File: config.mk
export PLATFORM = sky130hd
export DESIGN_NAME = websocket_frame_parser
export DESIGN_NICKNAME = d
export VERILOG_FILES = /design/src/design/wsfp_pkg.sv /design/src/design/websocket_frame_parser.sv /design/src/design/wsfp_core.sv /design/src/design/wsfp_out_stage.sv
export SDC_FILE = /design/constraint.sdc
export NUM_CORES = 1
export LEC_CHECK = 0
export ABC_AREA = 1
export BUFFER_PORTS_ARGS = -buffer_cell sky130_fd_sc_hd__buf_2
export CORE_ASPECT_RATIO = 1.75
export CORE_UTILIZATION = 54
export DETAILED_ROUTE_END_ITERATION = 12
export PLACE_DENSITY = 0.74
export SYNTH_ARGS = -nofsm -noshare
export SYNTH_HDL_FRONTEND = slang
export SYNTH_SLANG_ARGS = --single-unit
File: constraint.sdc
create_clock -name i_clk -period 9.5 [get_ports i_clk]
set_input_delay 0.475 -clock i_clk [delete_from_list [all_inputs] [get_ports i_clk]]
set_output_delay 0.475 -clock i_clk [all_outputs]
set_load 0.005 [all_outputs]
File: src/design/wsfp_pkg.sv
`timescale 1ns / 1ps

package wsfp_pkg;

    localparam int LEN_W = 63;
    localparam int ACC_W = 64;

    localparam logic [1:0] KIND_HDR = 2'd0;
    localparam logic [1:0] KIND_PAY = 2'd1;
    localparam logic [1:0] KIND_ERR = 2'd2;

    localparam logic [2:0] ERR_BAD_OPCODE = 3'd0;
    localparam logic [2:0] ERR_FRAG_CTRL  = 3'd1;
    localparam logic [2:0] ERR_EXP_CONT   = 3'd2;
    localparam logic [2:0] ERR_CTRL_LONG  = 3'd3;
    localparam logic [2:0] ERR_NONMIN_LEN = 3'd4;
    localparam logic [2:0] ERR_LEN_MSB    = 3'd5;
    localparam logic [2:0] ERR_UNEXP_MASK = 3'd6;
    localparam logic [2:0] ERR_MISS_MASK  = 3'd7;

    localparam logic [3:0] OP_CONT     = 4'd0;
    localparam logic [3:0] OP_BIN      = 4'd2;
    localparam logic [3:0] OP_CTRL_LO  = 4'd8;
    localparam logic [3:0] OP_CTRL_HI  = 4'd10;

    localparam logic [6:0] CTRL_MAX_LEN = 7'd125;
    localparam logic [6:0] LEN7_EXT16   = 7'd126;
    localparam logic [6:0] LEN7_EXT64   = 7'd127;

    localparam logic [ACC_W-1:0] EXT16_MAX_SHORT = 64'd125;
    localparam logic [ACC_W-1:0] EXT64_MAX_SHORT = 64'd65535;

    localparam logic [3:0] EXT16_BYTES = 4'd2;
    localparam logic [3:0] EXT64_BYTES = 4'd8;
    localparam logic [3:0] KEY_BYTES   = 4'd4;

    typedef enum logic [4:0] {
        PH_HDR1 = 5'b00001,
        PH_HDR2 = 5'b00010,
        PH_EXT  = 5'b00100,
        PH_KEY  = 5'b01000,
        PH_PAY  = 5'b10000
    } t_phase;

    typedef struct packed {
        logic [1:0]       kind;
        logic [3:0]       opcode;
        logic             fin;
        logic [2:0]       rsv;
        logic             masked;
        logic [LEN_W-1:0] len;
        logic [7:0]       data;
        logic [2:0]       err;
        logic             last;
    } t_result;

    function automatic t_result wsfp_frame(input logic [1:0] kind, input logic [7:0] fhb,
                                           input logic [3:0] frag_op, input logic masked,
                                           input logic [LEN_W-1:0] len);
        t_result r;
        r        = '0;
        r.kind   = kind;
        r.opcode = (!fhb[3] && !fhb[7]) ? frag_op : fhb[3:0];
        r.fin    = fhb[7];
        r.rsv    = fhb[6:4];
        r.masked = masked;
        r.len    = len;
        return r;
    endfunction

    function automatic t_result wsfp_error(input logic [2:0] code);
        t_result r;
        r      = '0;
        r.kind = KIND_ERR;
        r.err  = code;
        r.last = 1'b1;
        return r;
    endfunction

endpackage

File: src/design/websocket_frame_parser.sv
// Path: a result reaches m_axis through the input register, then parse logic into the output register.
// Throughput: one byte per cycle while the output stage has space; a two-entry output stage keeps s_axis_tready
//   high while one result waits on m_axis.
// Reset: synchronous, active low; parser returns to header phase, role is client.
`timescale 1ns / 1ps

module websocket_frame_parser import wsfp_pkg::*; (
    input  logic        i_clk,
    input  logic        i_rst_n,
    input  logic        s_axis_tvalid,
    output logic        s_axis_tready,
    input  logic [7:0]  s_axis_tdata,  // [7:0] in_byte
    output logic        m_axis_tvalid,
    input  logic        m_axis_tready,
    // [3:0] frame_opcode, [4] fin_flag, [7:5] rsv_bits, [8] was_masked,
    // [71:9] pay_len, [79:72] data_byte, [82:80] error_code, [87:83] zero
    output logic [87:0] m_axis_tdata,
    output logic [1:0]  m_axis_tuser,  // [1:0] kind
    output logic        m_axis_tlast,
    input  logic        psel,
    input  logic        penable,
    input  logic        pwrite,
    input  logic [2:0]  paddr,
    input  logic [31:0] pwdata,
    output logic [31:0] prdata,
    output logic        pready
);

    localparam logic REG_ROLE = 1'b0;

    logic    r_role_is_server;
    logic    space;
    logic    push;
    t_result core_res;
    t_result out_res;

    assign pready = 1'b1;
    assign prdata = (paddr[2] == REG_ROLE) ? {31'b0, r_role_is_server} : 32'b0;

    always_ff @(posedge i_clk) begin
        if (!i_rst_n) begin
            r_role_is_server <= 1'b0;
        end else if (psel && penable && pwrite && pready && paddr[2] == REG_ROLE) begin
            r_role_is_server <= pwdata[0];
        end
    end

    wsfp_core u_core (
        .i_clk            (i_clk),
        .i_rst_n          (i_rst_n),
        .i_role_is_server (r_role_is_server),
        .i_valid          (s_axis_tvalid),
        .o_ready          (s_axis_tready),
        .i_byte           (s_axis_tdata),
        .i_space          (space),
        .o_push           (push),
        .o_res            (core_res)
    );

    wsfp_out_stage u_out (
        .i_clk   (i_clk),
        .i_rst_n (i_rst_n),
        .i_push  (push),
        .i_res   (core_res),
        .o_space (space),
        .o_valid (m_axis_tvalid),
        .i_ready (m_axis_tready),
        .o_res   (out_res)
    );

    assign m_axis_tdata = {5'b0, out_res.err, out_res.data, out_res.len, out_res.masked,
                           out_res.rsv, out_res.fin, out_res.opcode};
    assign m_axis_tuser = out_res.kind;
    assign m_axis_tlast = out_res.last;

endmodule

File: src/design/wsfp_core.sv
`timescale 1ns / 1ps

module wsfp_core import wsfp_pkg::*; (
    input  logic       i_clk,
    input  logic       i_rst_n,
    input  logic       i_role_is_server,
    input  logic       i_valid,
    output logic       o_ready,
    input  logic [7:0] i_byte,
    input  logic       i_space,
    output logic       o_push,
    output t_result    o_res
);

    logic             r_in_valid;
    logic [7:0]       r_in_byte;

    t_phase           r_phase, n_phase;
    logic [3:0]       r_cnt, n_cnt;
    logic [ACC_W-1:0] r_len, n_len;
    logic [LEN_W-1:0] r_left, n_left;
    logic [31:0]      r_key, n_key;
    logic [1:0]       r_midx, n_midx;
    logic [7:0]       r_fhb, n_fhb;
    logic             r_mask_seen, n_mask_seen;
    logic             r_ext_long, n_ext_long;
    logic             r_frag_active, n_frag_active;
    logic [3:0]       r_frag_op, n_frag_op;

    logic             fire;
    logic [3:0]       op;
    logic             fin;
    logic             ctl;
    logic [6:0]       len7;
    logic [ACC_W-1:0] acc_next;
    logic [7:0]       key_byte;
    logic             do_after;
    logic             do_finish;
    logic             err_hit;
    logic [2:0]       err_code;
    logic             res_valid;
    t_result          res;

    assign fire     = r_in_valid && i_space;
    assign o_ready  = !r_in_valid || i_space;
    assign op       = r_fhb[3:0];
    assign fin      = r_fhb[7];
    assign ctl      = op[3];
    assign len7     = r_in_byte[6:0];
    assign acc_next = {r_len[ACC_W-9:0], r_in_byte};
    assign o_push   = res_valid;
    assign o_res    = res;

    always_comb begin
        case (r_midx)
            2'd0:    key_byte = r_key[31:24];
            2'd1:    key_byte = r_key[23:16];
            2'd2:    key_byte = r_key[15:8];
            default: key_byte = r_key[7:0];
        endcase
    end

    always_comb begin
        n_phase       = r_phase;
        n_cnt         = r_cnt;
        n_len         = r_len;
        n_left        = r_left;
        n_key         = r_key;
        n_midx        = r_midx;
        n_fhb         = r_fhb;
        n_mask_seen   = r_mask_seen;
        n_ext_long    = r_ext_long;
        n_frag_active = r_frag_active;
        n_frag_op     = r_frag_op;
        res_valid     = 1'b0;
        res           = '0;
        do_after      = 1'b0;
        do_finish     = 1'b0;
        err_hit       = 1'b0;
        err_code      = ERR_BAD_OPCODE;
        if (fire) begin
            unique case (r_phase)
                PH_HDR1: begin
                    n_fhb   = r_in_byte;
                    n_phase = PH_HDR2;
                end
                PH_HDR2: begin
                    n_mask_seen = r_in_byte[7];
                    if ((op > OP_BIN && op < OP_CTRL_LO) || op > OP_CTRL_HI) begin
                        err_hit  = 1'b1;
                        err_code = ERR_BAD_OPCODE;
                    end else if (ctl && !fin) begin
                        err_hit  = 1'b1;
                        err_code = ERR_FRAG_CTRL;
                    end else if (r_frag_active && !ctl && op != OP_CONT) begin
                        err_hit  = 1'b1;
                        err_code = ERR_EXP_CONT;
                    end else if (ctl && len7 > CTRL_MAX_LEN) begin
                        err_hit  = 1'b1;
                        err_code = ERR_CTRL_LONG;
                    end else if (len7 >= LEN7_EXT16) begin
                        n_ext_long = (len7 == LEN7_EXT64);
                        n_cnt      = (len7 == LEN7_EXT64) ? EXT64_BYTES : EXT16_BYTES;
                        n_len      = '0;
                        n_phase    = PH_EXT;
                    end else begin
                        n_len    = {{(ACC_W-7){1'b0}}, len7};
                        do_after = 1'b1;
                    end
                end
                PH_EXT: begin
                    n_len = acc_next;
                    n_cnt = r_cnt - 4'd1;
                    if (r_cnt == 4'd1) begin
                        if (!r_ext_long && acc_next <= EXT16_MAX_SHORT) begin
                            err_hit  = 1'b1;
                            err_code = ERR_NONMIN_LEN;
                        end else if (r_ext_long && acc_next <= EXT64_MAX_SHORT) begin
                            err_hit  = 1'b1;
                            err_code = ERR_NONMIN_LEN;
                        end else if (r_ext_long && acc_next[ACC_W-1]) begin
                            err_hit  = 1'b1;
                            err_code = ERR_LEN_MSB;
                        end else begin
                            do_after = 1'b1;
                        end
                    end
                end
                PH_KEY: begin
                    n_key = {r_key[23:0], r_in_byte};
                    n_cnt = r_cnt - 4'd1;
                    if (r_cnt == 4'd1) begin
                        do_finish = 1'b1;
                    end
                end
                PH_PAY: begin
                    res_valid = 1'b1;
                    res       = wsfp_frame(KIND_PAY, r_fhb, r_frag_op, r_mask_seen,
                                           r_len[LEN_W-1:0]);
                    res.data  = r_mask_seen ? (r_in_byte ^ key_byte) : r_in_byte;
                    n_midx    = r_midx + 2'd1;
                    n_left    = r_left - {{(LEN_W-1){1'b0}}, 1'b1};
                    if (r_left == {{(LEN_W-1){1'b0}}, 1'b1}) begin
                        res.last = 1'b1;
                        n_phase  = PH_HDR1;
                    end
                end
                default: begin
                    n_phase = PH_HDR1;
                    n_cnt   = '0;
                end
            endcase

            if (do_after) begin
                if (n_mask_seen && !i_role_is_server) begin
                    err_hit  = 1'b1;
                    err_code = ERR_UNEXP_MASK;
                end else if (!n_mask_seen && i_role_is_server) begin
                    err_hit  = 1'b1;
                    err_code = ERR_MISS_MASK;
                end else if (n_mask_seen) begin
                    n_cnt   = KEY_BYTES;
                    n_phase = PH_KEY;
                end else begin
                    do_finish = 1'b1;
                end
            end

            if (do_finish) begin
                n_midx = '0;
                if (!ctl) begin
                    if (fin) begin
                        n_frag_active = 1'b0;
                    end else if (!r_frag_active) begin
                        n_frag_active = 1'b1;
                        n_frag_op     = op;
                    end
                end
                res_valid = 1'b1;
                res       = wsfp_frame(KIND_HDR, r_fhb, n_frag_op, n_mask_seen,
                                       n_len[LEN_W-1:0]);
                n_left    = n_len[LEN_W-1:0];
                n_cnt     = '0;
                if (n_len == '0) begin
                    res.last = 1'b1;
                    n_phase  = PH_HDR1;
                end else begin
                    n_phase = PH_PAY;
                end
            end

            if (err_hit) begin
                res_valid = 1'b1;
                res       = wsfp_error(err_code);
                n_phase   = PH_HDR1;
                n_cnt     = '0;
            end
        end
    end

    always_ff @(posedge i_clk) begin
        if (!i_rst_n) begin
            r_in_valid <= 1'b0;
        end else if (o_ready) begin
            r_in_valid <= i_valid;
        end
    end

    always_ff @(posedge i_clk) begin
        if (o_ready && i_valid) begin
            r_in_byte <= i_byte;
        end
    end

    always_ff @(posedge i_clk) begin
        if (!i_rst_n) begin
            r_phase       <= PH_HDR1;
            r_cnt         <= '0;
            r_midx        <= '0;
            r_fhb         <= '0;
            r_mask_seen   <= 1'b0;
            r_ext_long    <= 1'b0;
            r_frag_active <= 1'b0;
            r_frag_op     <= '0;
        end else begin
            r_phase       <= n_phase;
            r_cnt         <= n_cnt;
            r_midx        <= n_midx;
            r_fhb         <= n_fhb;
            r_mask_seen   <= n_mask_seen;
            r_ext_long    <= n_ext_long;
            r_frag_active <= n_frag_active;
            r_frag_op     <= n_frag_op;
        end
    end

    always_ff @(posedge i_clk) begin
        r_len  <= n_len;
        r_left <= n_left;
        r_key  <= n_key;
    end

`ifndef SYNTHESIS
    a_err_restarts: assert property (@(posedge i_clk) disable iff (!i_rst_n)
        res_valid && res.kind == KIND_ERR |-> res.last && n_phase == PH_HDR1)
        else $error("error result does not end the frame");
    a_pay_in_phase: assert property (@(posedge i_clk) disable iff (!i_rst_n)
        res_valid && res.kind == KIND_PAY |-> r_phase == PH_PAY)
        else $error("payload result outside payload phase");
    a_stall_holds: assert property (@(posedge i_clk) disable iff (!i_rst_n)
        r_in_valid && !i_space |=> r_in_valid && $stable(r_in_byte))
        else $error("held input byte lost during stall");
    a_push_needs_fire: assert property (@(posedge i_clk) disable iff (!i_rst_n)
        res_valid |-> fire)
        else $error("result without a consumed byte");
`endif

endmodule

File: src/design/wsfp_out_stage.sv
`timescale 1ns / 1ps

module wsfp_out_stage import wsfp_pkg::*; (
    input  logic    i_clk,
    input  logic    i_rst_n,
    input  logic    i_push,
    input  t_result i_res,
    output logic    o_space,
    output logic    o_valid,
    input  logic    i_ready,
    output t_result o_res
);

    logic    r_main_valid;
    logic    r_skid_valid;
    t_result r_main;
    t_result r_skid;

    assign o_space = !r_skid_valid;
    assign o_valid = r_main_valid;
    assign o_res   = r_main;

    always_ff @(posedge i_clk) begin
        if (!i_rst_n) begin
            r_main_valid <= 1'b0;
            r_skid_valid <= 1'b0;
        end else if (r_skid_valid) begin
            if (i_ready) begin
                r_skid_valid <= 1'b0;
            end
        end else if (i_push) begin
            if (!r_main_valid || i_ready) begin
                r_main_valid <= 1'b1;
            end else begin
                r_skid_valid <= 1'b1;
            end
        end else if (i_ready) begin
            r_main_valid <= 1'b0;
        end
    end

    always_ff @(posedge i_clk) begin
        if (r_skid_valid) begin
            if (i_ready) begin
                r_main <= r_skid;
            end
        end else if (i_push) begin
            if (!r_main_valid || i_ready) begin
                r_main <= i_res;
            end else begin
                r_skid <= i_res;
            end
        end
    end

`ifndef SYNTHESIS
    a_skid_behind_main: assert property (@(posedge i_clk) disable iff (!i_rst_n)
        r_skid_valid |-> r_main_valid)
        else $error("skid entry without a head entry");
    a_no_push_when_full: assert property (@(posedge i_clk) disable iff (!i_rst_n)
        r_skid_valid |-> !i_push)
        else $error("request pushed into a full output stage");
    a_skid_promotes: assert property (@(posedge i_clk) disable iff (!i_rst_n)
        r_skid_valid && i_ready |=> r_main_valid && !r_skid_valid)
        else $error("skid entry not moved to head");
`endif

endmodule
[Word-level counts from Yosys, hierarchy flattened]
Index checks and enable logic that the tools add are counted.
Cells by class
  multiplexer cells: 113
  add/subtract/negate cells: 3
  eq/ne operators: 12
  bitwise operators: 9
  magnitude comparators: 7
  reduce and logical (&&, ||, !) cells: 45
Operators by type and width (count)
  2-to-1 mux 86 bit: 6
  2-to-1 mux 64 bit: 5
  2-to-1 mux 85 bit: 2
  one-hot mux 64 bit (2 select lines): 1
  2-to-1 mux 63 bit: 2
  2-to-1 mux 4 bit: 17
  2-to-1 mux 5 bit: 13
  less-or-equal comparator 64 x 16 -> 1 bit (second input constant): 1
  less-or-equal comparator 64 x 7 -> 1 bit (second input constant): 1
  zero test 64 bit: 1
  == test 63 x 1 -> 1 bit (second input constant): 1
  subtractor 63 x 1 -> 63 bit (second input constant): 1
  2-to-1 mux 1 bit: 46
  2-to-1 mux 3 bit: 10
  one-hot mux 8 bit (3 select lines): 1
  one-hot mux 5 bit (4 select lines): 1
  logical AND 1 bit: 16
  one-hot mux 4 bit (3 select lines): 1
  AND reduction 3 bit: 4
  zero test 1 bit: 8
  2-to-1 mux 8 bit: 1
  NOT 1 bit: 8
  AND reduction 2 bit: 4
  nonzero test 2 bit: 4
  other kinds (28): 34
Storage, ports and cells
  register bits after elaboration: 369
  logic and storage cells: 223
  output and inout port bits: 126

[Longest topological paths before layout]
Gate-level depths: netlist of the first run.
  depth after elaboration: 16
  depth in mapped cells: 18

[Hierarchy]
A second synthesis of the first run with hierarchy kept.
Second synthesis, totals
  cell total of the unflattened synthesis: 2009
  area, all modules: 18296.3 um^2
By module, submodules not included
  wsfp_core: instances 1, cells an instance 1489, sequential area each 5555.3 um^2, area an instance 11573.6 um^2
  wsfp_out_stage: instances 1, cells an instance 469, sequential area each 5205.0 um^2, area an instance 6371.1 um^2
  websocket_frame_parser: instances 1, cells an instance 51, sequential area each 20.0 um^2, area an instance 351.6 um^2

[Worst setup path before layout of the first run]
No wires, ideal clock.
  kind: flip-flop to flip-flop
  start point: reg u_out.r_skid_valid
  end point: reg u_out.r_main (netlist bit u_out.o_res[0]), enable pin
  buffers on the path: 1
  cell stages (with the launch flop): 4
  required time: 8851 ps
  setup time: 649 ps
  arrival time: 6657 ps
  path slack: 2194 ps
  path through: dfxtp_1 clkbuf_1 inv_1 o21ai_0
Between the ends
  longest elaborated chain between the ends: 5
  elaborated cells between the ends (all ways): 7
  those cells by class: 1 x eq/ne; 1 x mux; 5 x reduce/logical
Ends and longest elaborated chain
  from (decl): line wsfp_out_stage.sv:15  | logic r_skid_valid;
  from (signal assigned): line wsfp_out_stage.sv:26  | r_skid_valid <= 1'b0;
  from (signal assigned): line wsfp_out_stage.sv:29  | r_skid_valid <= 1'b0;
  from (signal assigned): line wsfp_out_stage.sv:35  | r_skid_valid <= 1'b1;
  zero test 1 bit: line wsfp_out_stage.sv:19  | assign o_space = !r_skid_valid;
  logical AND 1 bit: line wsfp_core.sv:44  | assign fire = r_in_valid && i_space;
  2-to-1 mux 1 bit: line wsfp_core.sv:81  | if (fire) begin
  nonzero test 2 bit (no line)
  AND reduction 3 bit (no line) (*)
  to (signal assigned): line wsfp_out_stage.sv:45  | r_main <= r_skid;
  to (signal assigned): line wsfp_out_stage.sv:49  | r_main <= i_res;
  to (decl): line wsfp_out_stage.sv:16  | t_result r_main;
Every way passes the cells marked *; elsewhere a longest branch is shown, timed or not.
A chain may end at the register's enable or synchronous reset.

[Final worst setup path of the first run]
  start point: reg u_core.r_len[3]
  end point: reg u_out.r_skid[23] (netlist bit), enable pin
Between the ends
  longest elaborated chain between the ends: 13
  elaborated cells between the ends (all ways): 23
  those cells by class: 2 x order compare; 18 x mux; 3 x reduce/logical
Ends and longest elaborated chain
  from (decl): line wsfp_core.sv:20  | logic [ACC_W-1:0] r_len, n_len;
  from (signal assigned): line wsfp_core.sv:238  | r_len <= n_len;
  less-or-equal comparator 64 x 16 -> 1 bit: line wsfp_core.sv:118  | end else if (r_ext_long && acc_next <= EXT64_MAX_SHORT) begin
  logical AND 1 bit: line wsfp_core.sv:118
  2-to-1 mux 1 bit: line wsfp_core.sv:118
  2-to-1 mux 1 bit: line wsfp_core.sv:115  | if (!r_ext_long && acc_next <= EXT16_MAX_SHORT) begin
  2-to-1 mux 1 bit: line wsfp_core.sv:114  | if (r_cnt == 4'd1) begin
  one-hot mux 1 bit (2 select lines): line wsfp_core.sv:82  | unique case (r_phase)
  2-to-1 mux 1 bit (on tied branches): line wsfp_core.sv:81, wsfp_core.sv:158
  2-to-1 mux 1 bit (on tied branches): line wsfp_core.sv:154, wsfp_core.sv:155
  2-to-1 mux 1 bit (on tied branches): line wsfp_core.sv:81, wsfp_core.sv:154
  2-to-1 mux 1 bit (on tied branches): line wsfp_core.sv:169, wsfp_core.sv:81
  2-to-1 mux 1 bit (*): line wsfp_core.sv:192  | if (err_hit) begin
  2-to-1 mux 1 bit (*): line wsfp_core.sv:81
  AND reduction 3 bit (no line) (*)
  to (signal assigned): line wsfp_out_stage.sv:51  | r_skid <= i_res;
  to (decl): line wsfp_out_stage.sv:17  | t_result r_skid;
Every way passes the cells marked *; elsewhere a longest branch is shown, timed or not. The select of a mux whose other input is x is not followed.

==> results of run 1 <==
cells in the final DEF, fill, tap and decap left out, types with 36 or more instances in the layout:
cell / n
conb_1: 37
buf_2: 105
inv_1: 209
a22oi_1: 59
nand2_1: 430
a21oi_1: 83
nor2_1: 296
xor2_1: 36
o21ai_0: 145
edfxtp_1: 339
cell families after synthesis:
family,after synthesis
xor+xnor,59
mux,5
other cells,2
simple gates,840
flops,369
buf+inv,326
compound gates,331
fa+ha+maj,8
cell type report:
type                       instances  share of cell area (%)
multi-input combinational       1280                   30.87
clock buffer                      39                   4.441
tap                              450                   2.807
clock inverter                    20                  0.9980
sequential                       369                   53.75
timing repair buffer             118                   3.106
inverter                         215                   4.029
path summary, 6_finish.rpt:
| check | slack, ps | to | depth (start not counted) |
|---|---|---|---|
| max reg2reg | 4370 | u_out.r_skid[23] | 16 |
| min reg2reg | 450 | u_core.r_key[11] | 0 |
| min | 130 | u_core.r_in_byte[6] | 1 |
| max | 4370 | u_out.r_skid[23] | 16 |
sequential cells by signal, indices dropped and copies added (netlist names), 5 cells and up:
signal and flops:
u_out.r_skid 86, u_core.r_in_byte 8, u_core.r_len 64, u_out.o_res 86
u_core.r_key 32, u_core.r_left 63, u_core.r_phase 5, u_core.r_fhb 8
through the flow:
stage	setup WS, ps	cell area, um2	utilization (%)	cells	hold slack, ps
4_1_cts	4409	20060	60.53	2491	114.9
6_report	4373	20060	60.53	2491	134.3
3_3_place_gp	4577	18970	57.23	2432	427.9
3_5_place_dp	4501	18970	57.23	2432	432.9
5_1_grt	4068	20060	60.53	2491	114.6
2_1_floorplan	2194	18360	-	1975	420.8
layer usage:
layer / track usage [%] / up-vias / wire [um]
met4: 13.97 / 0 / 2226
met2: 46.56 / 508 / 22750
met3: 2.887 / 129 / 2182
met1: 29.31 / 6413 / 16180
li1: - / 6572 / -
met5: 0 / - / 0
power by group:
| group | switching, uW | internal, uW | leakage [uW] |
|---|---|---|---|
| clock | 606 | 762 | 0.000523 |
| sequential | 19.2 | 1780 | 0.00317 |
| combinational | 88.1 | 28.7 | 0.00378 |
==> summary.txt, run 1 <==
Floorplan
  • Die height: 245.0 um
  • Starting Density: 55.00%
  • Rows: ~90
  • Die W: 140.9 um
  • Full die area: 34,520 um2
  • Core area: 33,140 um2
  • Boundary Pins: 176

Worst setup path
  • Critical path startpoint category: flip-flop
  • Crit-path slowest cell: nor2_1
  • WP data required: 9670 ps
  • Crit-path cells: nor2_1, nor3b_1, nand3_1, nor2_1, nand2_1, nand4_1, nand2_1, nand2_1, nand2_4, inv_2, nor2_4, nor2_1, nand2_1, nand2_1, clkinv_2, buf_4
  • CP Launch Point: u_core.r_len[3]
  • CP bufs+invs: 3
  • Cell family with most CP delay: simple AND/OR/NAND/NOR gates
  • RR Startpoint: u_core.r_len[3]
  • Crit path arrival time: 5300 ps
  • CP most frequent cell: nand2_1
  • CP max FO: 53
  • Critical Path End Type: flip-flop
  • Kind of critical path: reg2reg
  • Critical Path Max Stage Delay: 730 ps

STA
  • TNS Setup: 0 ps
  • RSZ-0062 raised after global routing: false
  • Setup violators final: 0
  • Fin crit share: 53.96%
  • Final Skew: approximately 25 ps
  • Max-slew headroom: 31.74%
  • Final Hold Viols: 0
  • Final Max Tran Viols: 0
  • F_max: approximately 0.20 GHz
  • Final min period: 5127 ps
  • Worst-margin pin slew: 1020 ps

Synthesis
  • Synth Flop Type: edfxtp_1
  • Post-synth EDFFs: 339
  • Mux cell area share after synthesis: 0.3020%
  • Sequential share of the synthesized area: 59.14%
  • Yosys cell types: 52
  • Async S/R FF share, synth: 0%
  • Cell with the most instances after synthesis: nand2_1
  • Synth Area in XOR/XNOR: 2.835%
  • Mapped cell area: 18,230 um2
  • Post-Syn Instances: 1,940
  • Synth Area per Inst: about 9.4 um2
  • Post-synth top cells: 431 x nand2_1, 339 x edfxtp_1, 297 x nor2_1, 211 x inv_1, 146 x o21ai_0
  • Area share of the largest cell type after synthesis: 55.85%
  • Compound-gate portion of the synthesized area: 10.50%
  • Largest area contributor in the netlist: edfxtp_1
  • Synth Area in Simple Gates: 18.85%
  • Synth Register Bits: 369
  • Largest family of logic cells by synthesized area: simple AND/OR/NAND/NOR gates
  • Top area cells in the synthesized netlist: edfxtp_1 56%, nand2_1 8.9%, nor2_1 6.1%
  • Post-Synth Adder-Cell Area: less than 1%
  • Synth warnings: 0

Clocking
  • Longest Clk Path Bufs: 3
  • Worst-path clk slew: 70 ps
  • TritonCTS Sinks: 369
  • Setup bufs post-CTS: 0
  • Root buffer cell: clkbuf_16
  • H-tree Lvls: 2
  • Clk Latency, worst-skew pair: 530 ps
  • CTS tree: done
  • Post-CTS Resized: 0
  • Hold_buf cts: 0
  • Num CTS Buffers: 34

Pwr
  • Pwr dens: 163.7 nW/um2
  • Peak VDD IR: 0.09549 mV
  • P_leak: 0.007472 uW
  • Power, Total: 3283 uW

Detailed routing
  • Wirelength per Cell: 17.40 um
  • Via count: ~14,000
  • Final ANT Viol Nets: 0
  • DR pass1 iterations: 5
  • Final WL: ~43,000 um
  • DRC: 0
  • Initial DRC count: 1,202
  • Post-DR vias/cell: between 5 and 6

Final layout
  • Area of the multi-input gates: 6192 um2
  • # fillers: 2,831
  • Sequential cell area: 10,780 um2
  • Area Overhead vs Synth: 10.05%
  • Share of layout cells above drive strength 1: 10.63%
  • Ant. Diodes: 0
  • Nets: 2,076

Placed design
  • IO buf count: 105
  • Placer congestion estimate: 0.9140
  • Dpl hpwl: approximately 30,000 um

Global route
  • Initial antenna violation count: 0
  • Grt ovf: 0
  • Tot GR Track Use: 25.65%
  • Vias in the first global route: 13,200
  • First-pass GRT wire length: 68,710 um
  • Largest net degree at the start of global routing: 90

Flow run
  • Max-cap violations: 0

Outcome
  • Status: finished, final reports clean

Min path
  • Hold_sp: s_axis_tdata[6]
  • Min-delay worst type: in2reg
Note: power is estimated with default switching activity, not from simulation.
==> run 2: changes to the inputs <==
==> constraint.sdc (replaced) <==
create_clock -name i_clk -period 5.2 [get_ports i_clk]
set_input_delay 0.26 -clock i_clk [delete_from_list [all_inputs] [get_ports i_clk]]
set_output_delay 0.26 -clock i_clk [all_outputs]
set_load 0.005 [all_outputs]
==> summary.txt, run 2 (synthesized netlist as in run 1, its figures left out) <==
Floorplan
  • Boundary Pins: 176
  • Rows: 88
  • Core area: ~33,000 um2
  • Starting Density: 55.00%
  • Die W: 140.9 um
  • Full die area: 34,520 um2
  • Die height: 245.0 um

Placed design
  • Placer congestion estimate: 0.9406
  • IO buf count: 105
  • Placed cell areas: about 19,000 um2
  • Dpl hpwl: 29,810 um

Global route
  • Vias in the first global route: approximately 13,000
  • Largest net degree at the start of global routing: 90
  • First-pass GRT wire length: 68,660 um
  • Initial antenna violation count: 0
  • Grt ovf: 0
  • Tot GR Track Use: 25.70%

Worst setup path
  • Crit-path slowest cell: buf_4
  • CP max FO: between 50 and 60
  • Critical path startpoint category: flip-flop
  • Crit path arrival time: 4280 ps
  • Crit-path cells: inv_1, nand4_1, nor2_1, nand2_1, nor2_1, nand2_1, nand4_1, nand2_1, nand2_1, nand2_4, inv_2, nor2_4, nor2_1, buf_4, nand2_1, nand2_1, clkinv_2, buf_4
  • Critical Path Max Stage Delay: approximately 560 ps
  • WP data required: roughly 5400 ps
  • CP most frequent cell: nand2_1
  • Kind of critical path: reg2reg
  • Critical Path End Type: flip-flop

STA
  • Max-slew headroom: 22.59%
  • Setup violators final: 0
  • Final Skew: between 15 and 20 ps
  • Final Hold Viols: 0
  • Final min period: between 4000 and 5000 ps
  • TNS Setup: 0 ps
  • Final Max Tran Viols: 0
  • Fin crit share: 79.06%
  • RSZ-0062 raised after global routing: false
  • F_max: 0.2432 GHz
  • Worst-margin pin slew: 1161 ps
  • Worst hold slack: 15.74 ps

Clocking
  • Worst-path clk slew: about 70 ps
  • Root buffer cell: clkbuf_16
  • Post-CTS Resized: 0
  • Num CTS Buffers: 34
  • Clk Latency, worst-skew pair: 540 ps
  • TritonCTS Sinks: 369
  • H-tree Lvls: 2
  • Longest Clk Path Bufs: 3
  • CTS tree: done

Detailed routing
  • DR pass1 iterations: 5
  • Post-DR vias/cell: ~5.5
  • Initial DRC count: 1,267
  • Wirelength per Cell: 17.42 um
  • Final WL: about 44,000 um
  • Final ANT Viol Nets: 0
  • Via count: 13,690
  • DRC: 0

Pwr
  • Peak VDD IR: 0.1834 mV
  • Power, Total: 6095 uW
  • Pwr dens: 301.6 nW/um2
  • P_leak: 0.007543 uW

Final layout
  • Area Overhead vs Synth: 10.87%
  • Most common cell after layout, fill and taps aside: nand2_1
  • Commonest cells after routing, fill and taps aside: 430 x nand2_1, 339 x edfxtp_1, 296 x nor2_1, 209 x inv_1, 145 x o21ai_0
  • Post-route cell area: 20,210 um2
  • Nets: roughly 2,100
  • Share of layout cells above drive strength 1: 10.51%
  • Ant. Diodes: 0
  • Final core utilization: approximately three fifths

Outcome
  • Status: finished, final reports clean

Min path
  • Min-delay worst type: in2reg

Flow run
  • Max-cap violations: 0
-- run 2: cell count changes in the layout (fill, tap and decap cells not counted), moves of 2 or more --
cell           change
dlygate4sd3_1      +9
buf_4              +3
clkbuf_1           +3
clkinv_1           +3
clkinv_2           -3
clkinvlp_4         -3
bufinv_16          +2
clkinv_4           -2
inv_6              +2
-- run 2: stage by stage --
stage	cells	worst slack, ps
after CTS	2505	1119
after global routing	2505	740.6
after global placement	2435	1227
after floorplan	1975	556.9
after detailed placement	2435	1135
final	2505	1089
-- run 2: power by group --
part	total [uW]	leakage [uW]	internal, uW	switching, uW
clock network	2590	0.000542	1470	1120
registers	3280	0.00317	3250	32.1
logic	225	0.00383	58.4	167
total	6090	0.00754	4780	1320
-- run 2: path summary, 6_finish.rpt --
check,from,to,slack [ps],cells after the start
worst max-delay path,u_core.r_len[25],u_out.r_skid[37],1090,18
worst min-delay path,s_axis_tvalid,u_core.r_in_valid,20,3
worst max register to register,u_core.r_len[25],u_out.r_skid[37],1090,18
worst min register to register,u_core.r_key[5],u_core.r_key[13],450,0
-- run 2: worst max-delay path, delay by kind of cell, from the launching register on --
kind          cells  cell delay, ps
simple gates     13            1750
flops             1             410
buf+inv           5            1500
-- run 2: area by class of cell --
type	count	area, um2
Multi-Input combinational cell	1280	6192
Inverter	215	808.3
Tap cell	450	563.0
Fill cell	2797	12930
Clock buffer	41	877.1
Sequential cell	369	10780
Clock inverter	20	250.2
Timing Repair Buffer	130	735.7
-- run 2: what timing repair did --
action,in CTS,in global routing
hold buffers,9,0
setup buffers,0,0
hold endpoints to repair,9,0
-- run 2: routing by layer --
metal / share of wire [%] / GRT usage, % / vias to the layer above
met5: 0 / 0 / -
li1: - / - / 6574
met1: 37 / 29.09 / 6509
met4: 5.6 / 14.61 / 0
met2: 53 / 46.72 / 470
met3: 4.5 / 2.848 / 136
